File: config.mk
export PLATFORM = sky130hd
export DESIGN_NAME = multi_channel_pwm_slew_limiter
export DESIGN_NICKNAME = d
export VERILOG_FILES = /design/src/mcps_pkg.sv /design/src/multi_channel_pwm_slew_limiter.sv
export SDC_FILE = /design/constraint.sdc
export NUM_CORES = 1
export LEC_CHECK = 0
export ABC_AREA = 0
export BUFFER_PORTS_ARGS = -buffer_cell sky130_fd_sc_hd__buf_2
export CORE_UTILIZATION = 40
export DETAILED_ROUTE_END_ITERATION = 10
export PLACE_DENSITY = 0.6
export SLEW_MARGIN = 10
export SYNTH_ARGS = -nofsm -noshare
export SYNTH_HDL_FRONTEND = slang
export SYNTH_SLANG_ARGS = --single-unit
File: constraint.sdc
create_clock -name clk -period 26.6 [get_ports clk]
set_input_delay 0 -clock clk [delete_from_list [all_inputs] [get_ports clk]]
set_output_delay 0 -clock clk [all_outputs]
set_load 0.02 [all_outputs]
File: src/mcps_pkg.sv
// Shared constants and types for the multi-channel PWM slew limiter.
// No dependencies; used by the top level through scoped names.
`timescale 1ns / 1ps

package mcps_pkg;

  // Channel count and channel roles.
  localparam int NUM_CHANNELS_DEF = 4;
  localparam int CH_FRONT = 0;
  localparam int CH_LEFT  = 1;
  localparam int CH_RIGHT = 2;

  // Field widths fixed by the interface.
  localparam int LEVEL_W = 9;
  localparam int STEP_W  = 8;
  localparam int GAIN_W  = 8;
  localparam int PW_W    = 16;
  localparam int CFG_IDX_W  = 3;
  localparam int CFG_DATA_W = 16;

  // Working width for the level update (holds level plus or minus a step).
  localparam int WORK_W = 11;
  // Product and offset sum widths.
  localparam int PROD_W = LEVEL_W + GAIN_W + 1;
  localparam int SUM_W  = PROD_W + 1;

  // Band within which the level moves by one, and the ceiling with pilot speed.
  localparam int NEAR_BAND  = 10;
  localparam int SPEED_CEIL = 100;

  // Configuration register indexes.
  typedef enum logic [CFG_IDX_W-1:0] {
    REG_FRONT_STEP  = 3'd0,
    REG_SIDE_STEP   = 3'd1,
    REG_SIDE_MAX    = 3'd2,
    REG_SIDE_MIN    = 3'd3,
    REG_FB_MAX      = 3'd4,
    REG_FB_MIN      = 3'd5,
    REG_GAIN        = 3'd6,
    REG_ZERO_OFFSET = 3'd7
  } cfg_reg_t;

  // Register reset values.
  localparam logic [STEP_W-1:0]         FRONT_STEP_RST  = 8'd2;
  localparam logic [STEP_W-1:0]         SIDE_STEP_RST   = 8'd2;
  localparam logic signed [LEVEL_W-1:0] SIDE_MAX_RST    = 9'sd50;
  localparam logic signed [LEVEL_W-1:0] SIDE_MIN_RST    = 9'sd0;
  localparam logic signed [LEVEL_W-1:0] FB_MAX_RST      = 9'sd50;
  localparam logic signed [LEVEL_W-1:0] FB_MIN_RST      = 9'sd0;
  localparam logic [GAIN_W-1:0]         GAIN_RST        = 8'd5;
  localparam logic [PW_W-1:0]           ZERO_OFFSET_RST = 16'd1500;

endpackage

File: src/multi_channel_pwm_slew_limiter.sv
// Top level of the multi-channel PWM slew limiter: level memory, update
// pipeline, pulse width scaling and configuration registers. Uses mcps_pkg.
`timescale 1ns / 1ps

// The block keeps one level per motor channel and, for every item, steps the
// named channel's level toward its target, clamps it, and returns the new
// level together with the pulse width level*gain+zero_offset saturated to
// 16 bits. It takes one item per clock cycle, back to back, for any mix of
// channels, as long as the result port is not stalled. The levels sit in a
// small memory with a registered read port: the read is issued as the item is
// accepted, the update and write-back happen as the item leaves stage 1, and
// the write of the item just ahead is forwarded when both name the same
// channel. Each memory entry has a valid bit cleared by reset, so an entry not
// yet written reads as level zero and no clearing pass is needed. Each stage
// has its own valid flag and moves whenever the stage after it is free, so a
// result that waits at the output does not stop items from entering until the
// pipeline is full. Neither channel is ready while reset is high. Outside
// reset, configuration writes are always taken at once and should only be made
// while no item is in flight.

module multi_channel_pwm_slew_limiter #(
  parameter int NUM_CHANNELS = mcps_pkg::NUM_CHANNELS_DEF,
  parameter int CH_W = $clog2(NUM_CHANNELS)
) (
  input  logic                                   clk,
  input  logic                                   rst,
  // Configuration write channel.
  input  logic                                   cfg_valid,
  output logic                                   cfg_ready,
  input  logic [mcps_pkg::CFG_IDX_W-1:0]         cfg_index,
  input  logic [mcps_pkg::CFG_DATA_W-1:0]        cfg_data,
  // Input items.
  input  logic                                   item_valid,
  output logic                                   item_ready,
  input  logic [CH_W-1:0]                        channel,
  input  logic signed [mcps_pkg::LEVEL_W-1:0]    target,
  input  logic signed [mcps_pkg::LEVEL_W-1:0]    pilot_speed,
  // Result items.
  output logic                                   result_valid,
  input  logic                                   result_ready,
  output logic [mcps_pkg::PW_W-1:0]              pulse_width,
  output logic signed [mcps_pkg::LEVEL_W-1:0]    level
);

  localparam int LW = mcps_pkg::LEVEL_W;
  localparam int WW = mcps_pkg::WORK_W;
  localparam int PW = mcps_pkg::PROD_W;
  localparam int SW = mcps_pkg::SUM_W;

  // Configuration registers.
  logic [mcps_pkg::STEP_W-1:0]  front_step;
  logic [mcps_pkg::STEP_W-1:0]  side_step;
  logic signed [LW-1:0]         side_max;
  logic signed [LW-1:0]         side_min;
  logic signed [LW-1:0]         fb_max;
  logic signed [LW-1:0]         fb_min;
  logic [mcps_pkg::GAIN_W-1:0]  gain;
  logic [mcps_pkg::PW_W-1:0]    zero_offset;

  assign cfg_ready = !rst;

  always_ff @(posedge clk) begin
    if (rst) begin
      front_step  <= mcps_pkg::FRONT_STEP_RST;
      side_step   <= mcps_pkg::SIDE_STEP_RST;
      side_max    <= mcps_pkg::SIDE_MAX_RST;
      side_min    <= mcps_pkg::SIDE_MIN_RST;
      fb_max      <= mcps_pkg::FB_MAX_RST;
      fb_min      <= mcps_pkg::FB_MIN_RST;
      gain        <= mcps_pkg::GAIN_RST;
      zero_offset <= mcps_pkg::ZERO_OFFSET_RST;
    end else if (cfg_valid && cfg_ready) begin
      unique case (mcps_pkg::cfg_reg_t'(cfg_index))
        mcps_pkg::REG_FRONT_STEP:  front_step  <= cfg_data[mcps_pkg::STEP_W-1:0];
        mcps_pkg::REG_SIDE_STEP:   side_step   <= cfg_data[mcps_pkg::STEP_W-1:0];
        mcps_pkg::REG_SIDE_MAX:    side_max    <= $signed(cfg_data[LW-1:0]);
        mcps_pkg::REG_SIDE_MIN:    side_min    <= $signed(cfg_data[LW-1:0]);
        mcps_pkg::REG_FB_MAX:      fb_max      <= $signed(cfg_data[LW-1:0]);
        mcps_pkg::REG_FB_MIN:      fb_min      <= $signed(cfg_data[LW-1:0]);
        mcps_pkg::REG_GAIN:        gain        <= cfg_data[mcps_pkg::GAIN_W-1:0];
        mcps_pkg::REG_ZERO_OFFSET: zero_offset <= cfg_data[mcps_pkg::PW_W-1:0];
      endcase
    end
  end

  // Pipeline handshake. Each stage moves when the one after it is empty or
  // moving, so bubbles close up behind a stalled output.
  logic v1, v2, v3;
  logic rdy1, rdy2, rdy3;
  logic accept, adv1;

  assign rdy3       = !result_valid || result_ready;
  assign rdy2       = !v3 || rdy3;
  assign rdy1       = !v2 || rdy2;
  assign item_ready = !rst && (!v1 || rdy1);
  assign accept     = item_valid && item_ready;
  assign adv1       = v1 && rdy1;

  // Level memory with a registered read and a valid bit per entry.
  logic signed [LW-1:0] mem [NUM_CHANNELS];
  logic [NUM_CHANNELS-1:0] mem_vld;
  logic signed [LW-1:0] rd_data;
  logic rd_vld;

  // Stage 1: item fields, read data and the forwarded write of the item ahead.
  logic [CH_W-1:0]      s1_ch;
  logic signed [LW-1:0] s1_tgt;
  logic signed [LW-1:0] s1_spd;
  logic                 fwd_hit;
  logic signed [LW-1:0] fwd_val;
  logic signed [LW-1:0] new_lv;

  always_ff @(posedge clk) begin
    if (rst) begin
      mem_vld <= '0;
    end else if (adv1) begin
      mem_vld[s1_ch] <= 1'b1;
    end
  end

  always_ff @(posedge clk) begin
    if (adv1) begin
      mem[s1_ch] <= new_lv;
    end
    if (accept) begin
      rd_data <= mem[channel];
      rd_vld  <= mem_vld[channel];
      fwd_hit <= adv1 && (s1_ch == channel);
      fwd_val <= new_lv;
      s1_ch   <= channel;
      s1_tgt  <= target;
      s1_spd  <= pilot_speed;
    end
  end

  // Level update and clamping.
  logic signed [WW-1:0] old_w, tgt_w, spd_w, up_w, dn_w, step_w, stepped;
  logic signed [WW-1:0] smax_w, smin_w, fmax_w, fmin_w, lim_w, clamped;
  logic signed [LW-1:0] old_lv;
  logic is_front, is_side;

  always_comb begin
    old_lv   = fwd_hit ? fwd_val : (rd_vld ? rd_data : '0);
    is_front = (s1_ch == CH_W'(mcps_pkg::CH_FRONT));
    is_side  = (s1_ch == CH_W'(mcps_pkg::CH_LEFT)) || (s1_ch == CH_W'(mcps_pkg::CH_RIGHT));
    old_w    = {{(WW-LW){old_lv[LW-1]}}, old_lv};
    tgt_w    = {{(WW-LW){s1_tgt[LW-1]}}, s1_tgt};
    spd_w    = {{(WW-LW){s1_spd[LW-1]}}, s1_spd};
    smax_w   = {{(WW-LW){side_max[LW-1]}}, side_max};
    smin_w   = {{(WW-LW){side_min[LW-1]}}, side_min};
    fmax_w   = {{(WW-LW){fb_max[LW-1]}}, fb_max};
    fmin_w   = {{(WW-LW){fb_min[LW-1]}}, fb_min};
    up_w     = old_w + WW'(mcps_pkg::NEAR_BAND);
    dn_w     = old_w - WW'(mcps_pkg::NEAR_BAND);
    step_w   = is_front ? {{(WW-mcps_pkg::STEP_W){1'b0}}, front_step}
                        : {{(WW-mcps_pkg::STEP_W){1'b0}}, side_step};

    priority if (s1_tgt == '0) begin
      stepped = '0;
    end else if (tgt_w > old_w) begin
      stepped = (up_w > tgt_w) ? old_w + WW'(1) : old_w + step_w;
    end else if (tgt_w < old_w) begin
      // The front channel drops straight to a lower target.
      if (is_front) begin
        stepped = tgt_w;
      end else if (dn_w < tgt_w) begin
        stepped = old_w - WW'(1);
      end else begin
        stepped = old_w - {{(WW-mcps_pkg::STEP_W){1'b0}}, side_step};
      end
    end else begin
      stepped = old_w;
    end

    // Side channels: upper limit shifts by the pilot speed when it is nonzero,
    // then the lower limit wins, then a fixed ceiling applies if the speed is nonzero.
    clamped = stepped;
    if (is_side) begin
      lim_w = (s1_spd == '0) ? smax_w : smax_w + spd_w;
      if (clamped > lim_w) clamped = lim_w;
      if (clamped < smin_w) clamped = smin_w;
      if ((s1_spd != '0) && (clamped > WW'(mcps_pkg::SPEED_CEIL))) begin
        clamped = WW'(mcps_pkg::SPEED_CEIL);
      end
    end else begin
      lim_w = fmax_w;
      if (clamped > fmax_w) clamped = fmax_w;
      if (clamped < fmin_w) clamped = fmin_w;
    end
    new_lv = clamped[LW-1:0];
  end

  // Stage 2 holds the new level, stage 3 the product, the output stage the
  // saturated pulse width.
  logic signed [LW-1:0] s2_lv, s3_lv;
  logic signed [PW-1:0] s3_prod;
  logic signed [SW-1:0] sum;
  logic [mcps_pkg::PW_W-1:0] pw_sat;

  always_comb begin
    sum = {s3_prod[PW-1], s3_prod} + {{(SW-mcps_pkg::PW_W){1'b0}}, zero_offset};
    priority if (sum < 0) begin
      pw_sat = '0;
    end else if (sum > $signed({{(SW-mcps_pkg::PW_W){1'b0}}, {mcps_pkg::PW_W{1'b1}}})) begin
      pw_sat = '1;
    end else begin
      pw_sat = sum[mcps_pkg::PW_W-1:0];
    end
  end

  always_ff @(posedge clk) begin
    if (rst) begin
      v1           <= 1'b0;
      v2           <= 1'b0;
      v3           <= 1'b0;
      result_valid <= 1'b0;
    end else begin
      if (item_ready) v1 <= item_valid;
      if (rdy1)       v2 <= v1;
      if (rdy2)       v3 <= v2;
      if (rdy3)       result_valid <= v3;
    end
  end

  // The product is formed at full width; the level is sign-extended and the
  // gain zero-extended, so the low bits hold the signed product.
  always_ff @(posedge clk) begin
    if (adv1) begin
      s2_lv <= new_lv;
    end
    if (v2 && rdy2) begin
      s3_lv   <= s2_lv;
      s3_prod <= {{(PW-LW){s2_lv[LW-1]}}, s2_lv} *
                 {{(PW-mcps_pkg::GAIN_W){1'b0}}, gain};
    end
    if (v3 && rdy3) begin
      level       <= s3_lv;
      pulse_width <= pw_sat;
    end
  end

endmodule

==> results.toml <==
[clocking]
root_buffer = "clkbuf_16"
cts_tree = "done"
cts_sinks = 221
cts.repair.resized = 0
clock_path_buffers = 3
h-tree-depth = 1
cts_buffers = 25
clock_latency_ps = 530
path_clk_slew_ps = 60

[drt]
drc = 0
ant_nets = 0
routedWlPerCell_um = 19.8
wl_um = 44600
firstDrtPassIters = 5
via_count = 12500
viasPerCell = 5.54
drt_iter0_drc = 815

[worst_hold_path]
hold_depth = 5
min_from = "cfg_index[2]"
min_to = "side_max[6]"
hold_path_class = "in -> reg"

[placement]
dp.cells = 2170
numPortBuffers = 71
dpl_cell_area_mm2 = 0.0169
routabilityCongestion = 0.938
dpl.hpwl_um = 33800

[global_route]
overflow = 0
antenna_found_initial = 0
grt_pass1_wl_um = 71100
grtUsageTotal_pct = 22.2
grt_max_degree = 55
grt_pass1_vias = 12500

[floorplan]
rows = 72
die_h_um = 202
die_w_um = 202
dieArea_mm2 = 0.0407
start_util_pct = 40.9
boundaryPins = 72
core_mm2 = 0.0390

[sta]
report.final.hold_viol_count = 0
grt_setup_unrepaired = "no"
slew_headroom_pct = 30.8
fin_tns_setup_ps = 0
setup_viol = 0
hold_ws_ps = 40.5
finClkSkew_ps = 8.47
slew_viol_final = 0
finalCriticalPeriod_ps = 13020
tightest_slew_ps = 1030
clock.fmax_ghz = 0.0768
fin_crit_sh_pct = 48.9

[cells_and_area]
stdcell_count = 2258
area_delta_synth_final_pct = 13.3
fin_area_mm2 = 0.0181
fillers = 3681
multi_input_area_mm2 = 0.00935
drive_above_1_share_pct = 10.2
diodes = 0
layout.nets = 1961
ff_latch_area_mm2 = 0.00580

[synthesis]
synth-edff-count = 137
synth_area_per_cell_um2 = 9.83
yosysTopAreaCellShare_pct = 25.8
syn_nets = 1862
ys_top_cells_by_area = "edfxtp_1 (26%), dfxtp_1 (11%), ha_1 (10%)"
syn_area_mm2 = 0.0160
yosys_most_used_dff = "edfxtp_1"
synth_warnings = 0
yosys.cell_types.count = 86
synth-seq-cells = 221
synth_top_area_cell = "edfxtp_1"
async_flop_share_pct = 0
yosysSeqAreaShare_pct = 36.3
synthCells = 1625

[power_and_ir_drop]
power.density_mw_per_mm2 = 72.0
total_power_mw = 1.30
ir_worst_vdd_mv = 0.0496
cellLeakagePower_nw = 7.69

[setup_path]
cpMaxStageDelayCell = "edfxtp_1"
reg2reg_from = "fwd_hit"
slowest_delay_ps = 890
cp-start-kind = "register"
crit_type = "reg -> reg"
cp-end-kind = "register"
crit_required_ps = 26810
worstPathMaxFanout = 31
r2r_slack_ps = 13580
worst_path_most_repeated_cell = "nand2_1"
cp.arrival_ps = 13220
reg2reg_depth = 45
r2r_end = "fwd_val[1]"

[job]
cap_viol_max_count = 0

[run_status]
outcome = "completed"
## sequential cells by signal, indices dropped and copies added, names as in the netlist, 16 cells and up
register     cells
mem             36
pulse_width     16
s3_prod         18
zero_offset     16
## per-layer routing
metal / part of all wire [%] / global-route usage, % / up-vias
li1: - / - / 5951
met1: 44 / 29.3 / 6186
met2: 49 / 38.4 / 308
met3: 4.3 / 2.31 / 74
met4: 2.5 / 6.57 / 0
met5: 0 / 0 / -
## cell families after synthesis
group,Yosys count,share of synthesized area (%)
flip-flops,221,36.3
XOR/XNOR,72,3.95
adder cells (fa/ha/maj),199,18.5
AND/OR/NAND/NOR,471,14.4
multiplexers,108,7.76
buffers and inverters,218,5.23
AO/OA/AOI/OAI,336,13.9
## synthesized netlist by cell type (all sizes together) (16+ instances only)
library cell  number
a21o              21
a21oi            106
and2              61
clkbuf            45
dfxtp             84
edfxtp           137
fa                64
ha               129
inv              157
mux2              20
mux2i             78
nand2            155
nand2b            16
nand3             43
nor2             102
o21ai             63
xnor2             61
## per-stage QoR
stage	util, %	setup WS [ps]
finish	46.4	13580
global route	46.4	12180
CTS	46.4	13740
detailed placement	43.2	13820
global placement	43.2	14290
floorplan	-	16250
## final cells by class
cell class	instances	area share, %
flip-flops and latches	221	32.0
inverters	159	3.30
clock buffers	34	3.82
repair buffers	131	5.07
multi-input cells	1186	51.7
clock inverters	9	0.532
well taps	518	3.58
## what timing repair did
action / CTS / global route
setup buffers: 0 / 0
hold buffers: 45 / 0
endpoints found under the hold margin: 99 / 0
## cells in the final DEF (no fill, tap or decap), types with 7 or more instances in the layout
| cell type | netlist | routed |
|---|---|---|
| clkbuf_16 | 0 | 26 |
| and3_1 | 8 | 8 |
| buf_4 | 2 | 15 |
| xor2_1 | 11 | 11 |
| o21bai_1 | 15 | 14 |
| mux2i_1 | 78 | 78 |
| o22ai_1 | 10 | 10 |
| dlygate4sd3_1 | 0 | 45 |
| and2_1 | 60 | 59 |
| nand3b_1 | 9 | 9 |
| buf_2 | 7 | 71 |
| o21ai_0 | 62 | 62 |
| mux4_2 | 10 | 10 |
| xnor2_1 | 61 | 61 |
| o31ai_1 | 11 | 11 |
| a21o_1 | 21 | 21 |
| edfxtp_1 | 137 | 137 |
| nand2b_1 | 16 | 16 |
| a21oi_1 | 104 | 104 |
| nor3_1 | 15 | 15 |
| nand2_1 | 155 | 155 |
| a31oi_1 | 7 | 7 |
| dfxtp_1 | 84 | 84 |
| nor2b_1 | 12 | 11 |
| fa_1 | 64 | 64 |
| o211ai_1 | 13 | 13 |
| nand3_1 | 43 | 43 |
| a211oi_1 | 10 | 10 |
| ha_1 | 129 | 129 |
| o21a_1 | 13 | 13 |
| clkbuf_1 | 45 | 7 |
| nand4_1 | 15 | 15 |
| inv_1 | 155 | 155 |
| mux2_2 | 16 | 16 |
| nor2_1 | 101 | 101 |
## power breakdown
| part | switching, mW | leakage (nW) | internal (mW) |
|---|---|---|---|
| Clock | 0.133 | 0.387 | 0.200 |
| Sequential | 0.0233 | 1.95 | 0.421 |
| Combinational | 0.314 | 5.35 | 0.211 |
| Total | 0.471 | 7.69 | 0.832 |
## how the worst max path moves through the flow
stage	start	end	slack, ps	depth (start not counted)
after floorplan	fwd_hit	fwd_val[2]	16250	48
after detailed placement	fwd_hit	mem[0][1]	13820	45
final	fwd_hit	fwd_val[1]	13580	45
after global routing	fwd_hit	mem[1][1]	12180	46
after global placement	fwd_hit	mem[1][1]	14290	45
after CTS	fwd_hit	mem[1][1]	13740	45
## worst max-delay path, delay by kind of cell (launching register included)
| family | cells | cell delay, ps |
|---|---|---|
| AOI/OAI and AO/OA | 22 | 6290 |
| xor gates and xnor gates | 2 | 210 |
| adders and majority gates | 5 | 1540 |
| buffers and inverters | 4 | 760 |
| DFF | 1 | 890 |
| muxes | 1 | 350 |
| and+or+nand+nor | 11 | 2630 |
Power figures use the tool's default switching activity.
